**src/hw/rtl/spod_pkg.sv**
```systemverilog
// Shared types and constants for the sphere pair overlap detector.
// Used by every module of the block; depends on nothing else.
package spod_pkg;

   localparam int MaxSpheresDefault = 32;
   localparam int CoordBitsDefault  = 16;

   localparam int FieldBits    = 16;
   localparam int CoordMaxBits = 24;
   localparam int StoreIdxBits = 8;
   localparam int CmpCountBits = 6;
   localparam int MaskBits     = 32;
   localparam int IndexBits    = 5;

   localparam logic [IndexBits-1:0] FullIndex = '1;

   typedef struct packed {
      logic                        new_frame;
      logic signed [FieldBits-1:0] x_pos;
      logic signed [FieldBits-1:0] y_pos;
      logic signed [FieldBits-1:0] z_pos;
      logic [FieldBits-1:0]        radius;
   } req_type;

   typedef struct packed {
      logic [IndexBits-1:0] sphere_index;
      logic [MaskBits-1:0]  hit_mask;
      logic                 overflow;
   } rsp_type;

   // One classified request on its way from the front end to the compare engine.
   typedef struct packed {
      logic signed [CoordMaxBits-1:0] x;
      logic signed [CoordMaxBits-1:0] y;
      logic signed [CoordMaxBits-1:0] z;
      logic [FieldBits-1:0]           radius;
      logic [StoreIdxBits-1:0]        store_idx;
      logic                           store_en;
      logic [CmpCountBits-1:0]        cmp_count;
      logic [IndexBits-1:0]           sphere_index;
      logic                           overflow;
   } cmd_type;

endpackage

```
**src/hw/rtl/spod_front.sv**
```systemverilog
// Front end: accepts requests, keeps the frame's sphere count and classifies each sphere.
// Depends on spod_pkg; feeds spod_queue.
module spod_front #(
   parameter int MAX_SPHERES = spod_pkg::MaxSpheresDefault,
   parameter int COORD_BITS  = spod_pkg::CoordBitsDefault
) (
   input  logic              clock,
   input  logic              reset,
   input  logic              req_valid,
   output logic              req_ready,
   input  spod_pkg::req_type req_data,
   input  logic              q_full,
   output logic              q_push,
   output spod_pkg::cmd_type q_cmd
);
   import spod_pkg::*;

   localparam int CNT_W    = $clog2(MAX_SPHERES + 1);
   localparam int EXT_W    = (CNT_W > CmpCountBits) ? CNT_W : CmpCountBits;
   localparam int SIGN_POS = ((COORD_BITS <= FieldBits) ? COORD_BITS : FieldBits) - 1;

   logic [CNT_W-1:0] count_ff;
   logic [CNT_W-1:0] count_in;
   logic [CNT_W-1:0] count_eff;
   logic [EXT_W-1:0] count_ext;
   logic             full;

   // The low COORD_BITS bits are a two's complement value; a wider setting zero-extends.
   function automatic logic signed [CoordMaxBits-1:0] coord_of(input logic [FieldBits-1:0] raw);
      logic [CoordMaxBits-1:0] raw_ext;
      logic                    sign;
      logic [CoordMaxBits-1:0] v;
      raw_ext = CoordMaxBits'(raw);
      sign    = (COORD_BITS <= FieldBits) ? raw[SIGN_POS] : 1'b0;
      for (int k = 0; k < CoordMaxBits; k++) begin
         v[k] = (k < COORD_BITS) ? raw_ext[k] : sign;
      end
      return $signed(v);
   endfunction

   assign req_ready = !q_full;
   assign q_push    = req_valid && !q_full;

   always_comb begin
      count_eff = req_data.new_frame ? '0 : count_ff;
      count_ext = EXT_W'(count_eff);
      full      = count_eff >= CNT_W'(MAX_SPHERES);
      count_in  = full ? count_eff : count_eff + CNT_W'(1);

      q_cmd.x            = coord_of(req_data.x_pos);
      q_cmd.y            = coord_of(req_data.y_pos);
      q_cmd.z            = coord_of(req_data.z_pos);
      q_cmd.radius       = req_data.radius;
      q_cmd.store_idx    = StoreIdxBits'(count_eff);
      q_cmd.store_en     = !full;
      q_cmd.cmp_count    = (count_ext > EXT_W'(MaskBits)) ? CmpCountBits'(MaskBits)
                                                          : CmpCountBits'(count_ext);
      q_cmd.sphere_index = full ? FullIndex : count_ext[IndexBits-1:0];
      q_cmd.overflow     = full;
   end

   always_ff @(posedge clock) begin
      if (reset) begin
         count_ff <= '0;
      end else if (q_push) begin
         count_ff <= count_in;
      end
   end

endmodule

```
**src/hw/rtl/spod_queue.sv**
```systemverilog
// Two-entry queue of classified requests between the front end and the compare engine.
// Depends on spod_pkg.
module spod_queue (
   input  logic              clock,
   input  logic              reset,
   input  logic              push,
   input  spod_pkg::cmd_type push_cmd,
   input  logic              pop,
   output spod_pkg::cmd_type head_cmd,
   output logic              full,
   output logic              empty
);
   import spod_pkg::*;

   cmd_type    entry_ff [2];
   logic       wr_ptr_ff;
   logic       rd_ptr_ff;
   logic [1:0] fill_ff;
   logic [1:0] fill_in;

   assign full     = fill_ff == 2'd2;
   assign empty    = fill_ff == 2'd0;
   assign head_cmd = entry_ff[rd_ptr_ff];

   always_comb begin
      fill_in = fill_ff;
      if (push && !pop) begin
         fill_in = fill_ff + 2'd1;
      end else if (pop && !push) begin
         fill_in = fill_ff - 2'd1;
      end
   end

   always_ff @(posedge clock) begin
      if (reset) begin
         wr_ptr_ff <= 1'b0;
         rd_ptr_ff <= 1'b0;
         fill_ff   <= 2'd0;
      end else begin
         if (push) begin
            wr_ptr_ff <= !wr_ptr_ff;
         end
         if (pop) begin
            rd_ptr_ff <= !rd_ptr_ff;
         end
         fill_ff <= fill_in;
      end
      if (push) begin
         entry_ff[wr_ptr_ff] <= push_cmd;
      end
   end

endmodule

```
**src/hw/rtl/spod_back.sv**
```systemverilog
// Compare engine: holds the sphere store and tests one stored sphere per cycle
// through a read, difference, square and compare pipeline. Depends on spod_pkg.
module spod_back #(
   parameter int MAX_SPHERES = spod_pkg::MaxSpheresDefault,
   parameter int COORD_BITS  = spod_pkg::CoordBitsDefault
) (
   input  logic              clock,
   input  logic              reset,
   input  logic              q_empty,
   input  spod_pkg::cmd_type q_head,
   output logic              q_pop,
   output logic              rsp_valid,
   input  logic              rsp_ready,
   output spod_pkg::rsp_type rsp_data
);
   import spod_pkg::*;

   localparam int IDX_W  = $clog2(MAX_SPHERES);
   localparam int D_W    = COORD_BITS + 1;
   localparam int SQ_W   = 2 * D_W;
   localparam int RS_W   = FieldBits + 1;
   localparam int RS2_W  = 2 * RS_W;
   localparam int DIST_W = SQ_W + 2;
   localparam int CMP_W  = (DIST_W > RS2_W) ? DIST_W : RS2_W;

   typedef struct packed {
      logic signed [COORD_BITS-1:0] x;
      logic signed [COORD_BITS-1:0] y;
      logic signed [COORD_BITS-1:0] z;
      logic [FieldBits-1:0]         radius;
   } entry_type;

   typedef enum logic [1:0] {StIdle, StRun, StDone} state_type;

   entry_type store_mem [MAX_SPHERES];
   entry_type mem_q_ff;
   entry_type cur_entry;
   logic [IDX_W-1:0] rd_addr;
   logic             mem_we;

   state_type state_ff, state_in;
   cmd_type   cmd_ff, cmd_in;
   logic [CmpCountBits-1:0] issue_ff, issue_in;
   logic                    issue_now, out_free, hit;
   logic                    va_ff, va_in, vd_ff, vd_in, vs_ff, vs_in;
   logic [IndexBits-1:0]    ia_ff, ia_in, id_ff, id_in, is_ff, is_in;
   logic [D_W-1:0]          dx_ff, dx_in, dy_ff, dy_in, dz_ff, dz_in;
   logic [RS_W-1:0]         rsum_ff, rsum_in;
   logic [SQ_W-1:0]         sqx_ff, sqx_in, sqy_ff, sqy_in, sqz_ff, sqz_in;
   logic [RS2_W-1:0]        rs2_ff, rs2_in;
   logic [CMP_W-1:0]        dist_sq;
   logic [MaskBits-1:0]     mask_ff, mask_in;
   logic                    rsp_valid_ff, rsp_valid_in;
   rsp_type                 rsp_data_ff, rsp_data_in;

   function automatic logic [D_W-1:0] abs_diff(input logic signed [COORD_BITS-1:0] a,
                                               input logic signed [COORD_BITS-1:0] b);
      logic signed [COORD_BITS:0] d;
      d = {a[COORD_BITS-1], a} - {b[COORD_BITS-1], b};
      return d[COORD_BITS] ? $unsigned(-d) : $unsigned(d);
   endfunction

   always_comb begin
      cur_entry.x      = cmd_ff.x[COORD_BITS-1:0];
      cur_entry.y      = cmd_ff.y[COORD_BITS-1:0];
      cur_entry.z      = cmd_ff.z[COORD_BITS-1:0];
      cur_entry.radius = cmd_ff.radius;
   end

   assign issue_now = (state_ff == StRun) && (issue_ff < cmd_ff.cmp_count);
   assign rd_addr   = IDX_W'(issue_ff);
   assign out_free  = !rsp_valid_ff || rsp_ready;
   assign mem_we    = (state_ff == StDone) && out_free && cmd_ff.store_en;
   assign q_pop     = (state_ff == StIdle) && !q_empty;

   // The store sits behind one write port and one registered read port.
   always_ff @(posedge clock) begin
      if (mem_we) begin
         store_mem[IDX_W'(cmd_ff.store_idx)] <= cur_entry;
      end
      mem_q_ff <= store_mem[rd_addr];
   end

   always_comb begin
      va_in = issue_now;
      ia_in = issue_ff[IndexBits-1:0];

      vd_in   = va_ff;
      id_in   = ia_ff;
      dx_in   = abs_diff(mem_q_ff.x, cur_entry.x);
      dy_in   = abs_diff(mem_q_ff.y, cur_entry.y);
      dz_in   = abs_diff(mem_q_ff.z, cur_entry.z);
      rsum_in = RS_W'(mem_q_ff.radius) + RS_W'(cur_entry.radius);

      vs_in  = vd_ff;
      is_in  = id_ff;
      sqx_in = dx_ff * dx_ff;
      sqy_in = dy_ff * dy_ff;
      sqz_in = dz_ff * dz_ff;
      rs2_in = rsum_ff * rsum_ff;

      dist_sq = CMP_W'(sqx_ff) + CMP_W'(sqy_ff) + CMP_W'(sqz_ff);
      hit     = dist_sq <= CMP_W'(rs2_ff);

      state_in     = state_ff;
      cmd_in       = cmd_ff;
      issue_in     = issue_now ? issue_ff + CmpCountBits'(1) : issue_ff;
      mask_in      = (vs_ff && hit) ? (mask_ff | (MaskBits'(1) << is_ff)) : mask_ff;
      rsp_valid_in = rsp_valid_ff && !rsp_ready;
      rsp_data_in  = rsp_data_ff;

      unique case (state_ff)
         StIdle: begin
            if (!q_empty) begin
               cmd_in   = q_head;
               issue_in = '0;
               mask_in  = '0;
               state_in = StRun;
            end
         end
         StRun: begin
            // Done once every read is issued and the pipeline has drained.
            if (!issue_now && !va_ff && !vd_ff && !vs_ff) begin
               state_in = StDone;
            end
         end
         StDone: begin
            if (out_free) begin
               rsp_valid_in              = 1'b1;
               rsp_data_in.sphere_index  = cmd_ff.sphere_index;
               rsp_data_in.hit_mask      = mask_ff;
               rsp_data_in.overflow      = cmd_ff.overflow;
               state_in                  = StIdle;
            end
         end
         default: begin
            state_in = StIdle;
         end
      endcase
   end

   always_ff @(posedge clock) begin
      if (reset) begin
         state_ff     <= StIdle;
         va_ff        <= 1'b0;
         vd_ff        <= 1'b0;
         vs_ff        <= 1'b0;
         rsp_valid_ff <= 1'b0;
      end else begin
         state_ff     <= state_in;
         va_ff        <= va_in;
         vd_ff        <= vd_in;
         vs_ff        <= vs_in;
         rsp_valid_ff <= rsp_valid_in;
      end
      cmd_ff      <= cmd_in;
      issue_ff    <= issue_in;
      mask_ff     <= mask_in;
      ia_ff       <= ia_in;
      id_ff       <= id_in;
      is_ff       <= is_in;
      dx_ff       <= dx_in;
      dy_ff       <= dy_in;
      dz_ff       <= dz_in;
      rsum_ff     <= rsum_in;
      sqx_ff      <= sqx_in;
      sqy_ff      <= sqy_in;
      sqz_ff      <= sqz_in;
      rs2_ff      <= rs2_in;
      rsp_data_ff <= rsp_data_in;
   end

   assign rsp_valid = rsp_valid_ff;
   assign rsp_data  = rsp_data_ff;

endmodule

```
**src/hw/rtl/sphere_pair_overlap_detector.sv**
```systemverilog
// Sphere pair overlap detector. Each request carries one sphere of the current frame; the
// response gives its index in the frame and a mask of the earlier spheres that it touches or
// overlaps, and flags overflow when the frame store is already full. For each sphere the
// compare engine reads min(n, 32) stored spheres, n being the spheres already stored in
// the frame, one per cycle from its single read port, and passes each through a
// three-stage difference, square and compare pipeline. A
// two-entry queue lets the front end keep taking requests while the engine works, and a
// response register lets the engine start the next sphere while a response waits.
module sphere_pair_overlap_detector #(
   parameter int MAX_SPHERES = spod_pkg::MaxSpheresDefault,
   parameter int COORD_BITS  = spod_pkg::CoordBitsDefault
) (
   input  logic              clock,
   input  logic              reset,
   input  logic              req_valid,
   output logic              req_ready,
   input  spod_pkg::req_type req_data,
   output logic              rsp_valid,
   input  logic              rsp_ready,
   output spod_pkg::rsp_type rsp_data
);
   import spod_pkg::*;

   logic    q_push;
   logic    q_pop;
   logic    q_full;
   logic    q_empty;
   cmd_type push_cmd;
   cmd_type head_cmd;

   spod_front #(
      .MAX_SPHERES (MAX_SPHERES),
      .COORD_BITS  (COORD_BITS)
   ) u_front (
      .clock     (clock),
      .reset     (reset),
      .req_valid (req_valid),
      .req_ready (req_ready),
      .req_data  (req_data),
      .q_full    (q_full),
      .q_push    (q_push),
      .q_cmd     (push_cmd)
   );

   spod_queue u_queue (
      .clock    (clock),
      .reset    (reset),
      .push     (q_push),
      .push_cmd (push_cmd),
      .pop      (q_pop),
      .head_cmd (head_cmd),
      .full     (q_full),
      .empty    (q_empty)
   );

   spod_back #(
      .MAX_SPHERES (MAX_SPHERES),
      .COORD_BITS  (COORD_BITS)
   ) u_back (
      .clock     (clock),
      .reset     (reset),
      .q_empty   (q_empty),
      .q_head    (head_cmd),
      .q_pop     (q_pop),
      .rsp_valid (rsp_valid),
      .rsp_ready (rsp_ready),
      .rsp_data  (rsp_data)
   );

`ifndef SYNTHESIS
   // A sphere that found the store full always reports the last index.
   a_overflow_index : assert property (@(posedge clock) disable iff (reset)
      rsp_valid && rsp_data.overflow |-> rsp_data.sphere_index == FullIndex)
      else $error("overflow response without the full index");

   // A stored sphere can only be matched against spheres that came before it.
   a_mask_below_index : assert property (@(posedge clock) disable iff (reset)
      rsp_valid && !rsp_data.overflow |->
         (MAX_SPHERES > MaskBits) || ((rsp_data.hit_mask >> rsp_data.sphere_index) == '0))
      else $error("hit mask reaches at or above the sphere index");

   // The engine only takes work from a queue that holds some.
   a_pop_nonempty : assert property (@(posedge clock) disable iff (reset)
      q_pop |-> !q_empty)
      else $error("queue popped while empty");
`endif

endmodule

```
**config.mk**
```make
export PLATFORM = sky130hd
export DESIGN_NAME = sphere_pair_overlap_detector
export DESIGN_NICKNAME = d
export VERILOG_FILES = /design/src/hw/rtl/spod_pkg.sv /design/src/hw/rtl/spod_front.sv /design/src/hw/rtl/spod_queue.sv /design/src/hw/rtl/spod_back.sv /design/src/hw/rtl/sphere_pair_overlap_detector.sv
export SDC_FILE = /design/constraint.sdc
export NUM_CORES = 2
export LEC_CHECK = 0
export BUFFER_PORTS_ARGS = -buffer_cell sky130_fd_sc_hd__buf_4
export CAP_MARGIN = 25
export CELL_PAD_IN_SITES_DETAIL_PLACEMENT = 2
export CELL_PAD_IN_SITES_GLOBAL_PLACEMENT = 2
export CORE_UTILIZATION = 40
export CTS_CLUSTER_DIAMETER = 100
export DETAILED_ROUTE_END_ITERATION = 8
export GPL_ROUTABILITY_DRIVEN = 0
export PLACE_DENSITY_LB_ADDON = 0.05
export SLEW_MARGIN = 20
export SYNTH_ARGS = -nofsm -noshare
export SYNTH_HDL_FRONTEND = slang
export SYNTH_SLANG_ARGS = --single-unit
```
**constraint.sdc**
```tcl
create_clock -name clock -period 9.25 [get_ports clock]
set_input_delay 0 -clock clock [delete_from_list [all_inputs] [get_ports clock]]
set_output_delay 0 -clock clock [all_outputs]
set_load 0.005 [all_outputs]
```
==> impl_metrics.json <==
{
  "grtUsageMet1_pct": 31.68,
  "hp-class": "input port to register",
  "wire_per_inst_um": 29.31,
  "synth_warnings": 0,
  "seqCellArea_mm2": 0.07672,
  "rsz0062_at_grt": "no",
  "hpwlAfterDp_um": 265500,
  "gr-usage-all-layers_pct": 24.05,
  "hp-start": "req_data[64]",
  "initial_core_util_pct": 40.19,
  "final_hold_viol_count": 0,
  "syn_avg_cell_area_um2": 15.68,
  "r2r_start": "u_back.sqy_ff[6]",
  "tns_ns": 0,
  "grt_pass1_wl_um": 595200,
  "hold-path-endpoint": "u_front.count_ff[4]",
  "path_max_fanout": 32,
  "clk_pin_slew_ns": 0.06,
  "drc_errors": 0,
  "worstMarginPinSlew_ns": 1.092,
  "nets": 10548,
  "n_fill_cell": 31606,
  "grt_pass1_vias": 85254,
  "die_h_um": 583.3,
  "cts_num_sinks": 2665,
  "dp_slack_ns": 1.452,
  "synth_edf_count": 2332,
  "r2r_slack_ns": 1.44,
  "synth_ff_type": "edfxtp_1",
  "worst-r2r-cell-count": 28,
  "synth-seq-area-share_pct": 56.75,
  "clock-root-buffer": "clkbuf_16",
  "finClkSkew_ns": 0.1044,
  "end_kind": "register",
  "dieArea_mm2": 0.3402,
  "numCtsBuffers": 307,
  "crit_buf_inv": 1,
  "maxCapViolCount": 0,
  "drt_wl_total_um": 406600,
  "async_flop_share_pct": 0,
  "syn_inst": 8617,
  "multi_input_comb_area_mm2": 0.05302,
  "slew_viol_final": 0,
  "drt_first_pass_iters": 7,
  "status": "completed",
  "busiest_layer": "met2",
  "crit_top_cell": "a21oi_1",
  "cts_resized": 0,
  "syn_area_mm2": 0.1352,
  "whs_path_depth": 4,
  "num_vias": 74619,
  "crit_slowest_cell": "a2111oi_0",
  "setup_violations": 0,
  "setup_ws_ns": 1.438,
  "fin_util_pct": 45.83,
  "drtIter0Drc": 5032,
  "required_ns": 10.04,
  "die_w_um": 583.3,
  "worstPathArrival_ns": 8.60,
  "synthDistinctLibCells": 82,
  "io_pins": 109,
  "ys_ff_latch": 2665,
  "synth_nets": 10066,
  "cp-start-kind": "register",
  "avgViaCountPerCell": 5.380,
  "core_mm2": 0.3363,
  "path_class": "register to register",
  "globalRouteMet2Util_pct": 43.44,
  "relSlewSlack_pct": 27.18,
  "drive_gt1_share_pct": 17.53,
  "path_delay_family": "compound AO/OA/AOI/OAI gates",
  "post-route-min-period_ns": 7.812,
  "post-route-period-util_pct": 84.46,
  "antenna_found_initial": 14,
  "syn_to_final_growth_pct": 14.04,
  "max_freq_mhz": 128.0,
  "rows": 213,
  "worst_path_largest_cell_delay_ns": 0.73,
  "clk_path_buf_depth": 4,
  "postRouteAntennaNets": 0,
  "use_met3_pct": 2.095,
  "worstReg2RegEnd": "u_back.mask_ff[31]",
  "cts_tree": "done",
  "grt-ovfl-total": 0,
  "htreeDepth": 5,
  "portBuffers": 108,
  "worst_skew_pair.late_latency_ns": 0.93,
  "grt_max_degree": 135
}
## metrics by stage
stage	cells	instance area [um^2]	hold WS [ns]
6_report	13870	154100	0.07383
5_1_grt	13865	154100	0.06843
4_1_cts	13848	153900	0.01495
3_5_place_dp	13153	142600	0.1875
3_3_place_gp	13137	142300	0.1843
2_1_floorplan	8617	135200	0.06907
## how the worst max path moves through the flow
stage | startpoint | endpoint | slack [ns] | depth (start not counted)
final | u_back.sqy_ff[6] | u_back.mask_ff[31] | 1.44 | 28
after global routing | u_back.sqy_ff[6] | u_back.mask_ff[31] | 0.86 | 28
after CTS | u_back.sqy_ff[6] | u_back.mask_ff[10] | 1.44 | 28
after detailed placement | u_back.sqy_ff[6] | u_back.mask_ff[10] | 1.45 | 28
after global placement | u_back.sqy_ff[6] | u_back.mask_ff[26] | 1.64 | 24
after floorplan | u_back.dz_ff[4] | u_back.sqz_ff[33] | 2.92 | 21
## sequential cells by signal, indices dropped and copies added, names as in the netlist, 32 cells and up
name              cells
u_back.mem_q_ff      64
u_back.sqz_ff        33
u_queue.entry_ff    164
u_back.rsp_data      38
u_back.mask_ff       32
u_back.store_mem   2048
u_back.cmd_ff        79
u_back.sqy_ff        33
u_back.rs2_ff        33
u_back.sqx_ff        33
## layout make-up
type                            count  area share [%]
Tap cell                         4515           3.665
Multi-Input combinational cell   4434           34.40
Clock inverter                    150          0.9904
Sequential cell                  2665           49.77
Timing Repair Buffer              435           2.681
Inverter                         1256           3.062
Antenna cell                        6        0.009741
Clock buffer                      409           5.417
## cells in the final DEF (no fill, tap or decap), types with 30 or more instances in the layout
| cell type | synthesis | final |
|---|---|---|
| nor2b_1 | 62 | 61 |
| o21ai_0 | 114 | 114 |
| xnor2_1 | 200 | 200 |
| nor2_4 | 0 | 33 |
| dlygate4sd3_1 | 0 | 136 |
| dfxtp_1 | 333 | 327 |
| fa_1 | 774 | 774 |
| clkbuf_16 | 0 | 310 |
| and2_1 | 214 | 214 |
| nor2_1 | 292 | 259 |
| a21oi_1 | 188 | 188 |
| mux2_2 | 153 | 153 |
| mux4_2 | 640 | 640 |
| o21a_1 | 35 | 35 |
| ha_1 | 606 | 606 |
| edfxtp_1 | 2332 | 2332 |
| clkinv_2 | 0 | 40 |
| clkbuf_1 | 209 | 77 |
| xor2_1 | 98 | 98 |
| o41ai_2 | 30 | 30 |
| nand2b_1 | 57 | 57 |
| buf_4 | 0 | 254 |
| clkinv_1 | 1 | 51 |
| a21o_1 | 101 | 101 |
| inv_1 | 1253 | 1253 |
| nand2_1 | 420 | 420 |
| nor3_1 | 57 | 57 |
| nand3_1 | 44 | 44 |
## layer usage
metal / wire, um / part of all wire (%)
met4: 7533 / 1.9
met1: 172300 / 42
met5: 0 / 0
met3: 14630 / 3.6
met2: 212100 / 52
## tightest hold or removal path, delay by kind of cell
kind | cells | cell delay [ns]
AOI/OAI and AO/OA | 2 | 0.19
buffers and inverters | 2 | 0.70
## cell families after synthesis
kind of cell | synth area share [%]
xor gates and xnor gates | 1.931
AOI/OAI and AO/OA | 3.450
buffers and inverters | 4.233
adders and majority gates | 17.07
muxes | 11.96
DFF | 56.75
and+or+nand+nor | 4.608
## cells in the mapped netlist (188+ instances only)
cell type	count	area (um^2)
a21oi_1	188	940.9
mux4_2	640	14410
edfxtp_1	2332	70030
clkbuf_1	209	784.5
dfxtp_1	333	6666
and2_1	214	1339
ha_1	606	7582
xnor2_1	200	1752
fa_1	774	15490
nor2_1	292	1096
inv_1	1253	4703
nand2_1	420	1577
## timing repair
item | in CTS | in global routing
buffers inserted | 0 | 0
hold buffers | 136 | 0
hold endpoints to repair | 228 | 0
Power is not shown: default switching activity piles up to over one toggle a cycle in this logic, so the estimate is an artifact.
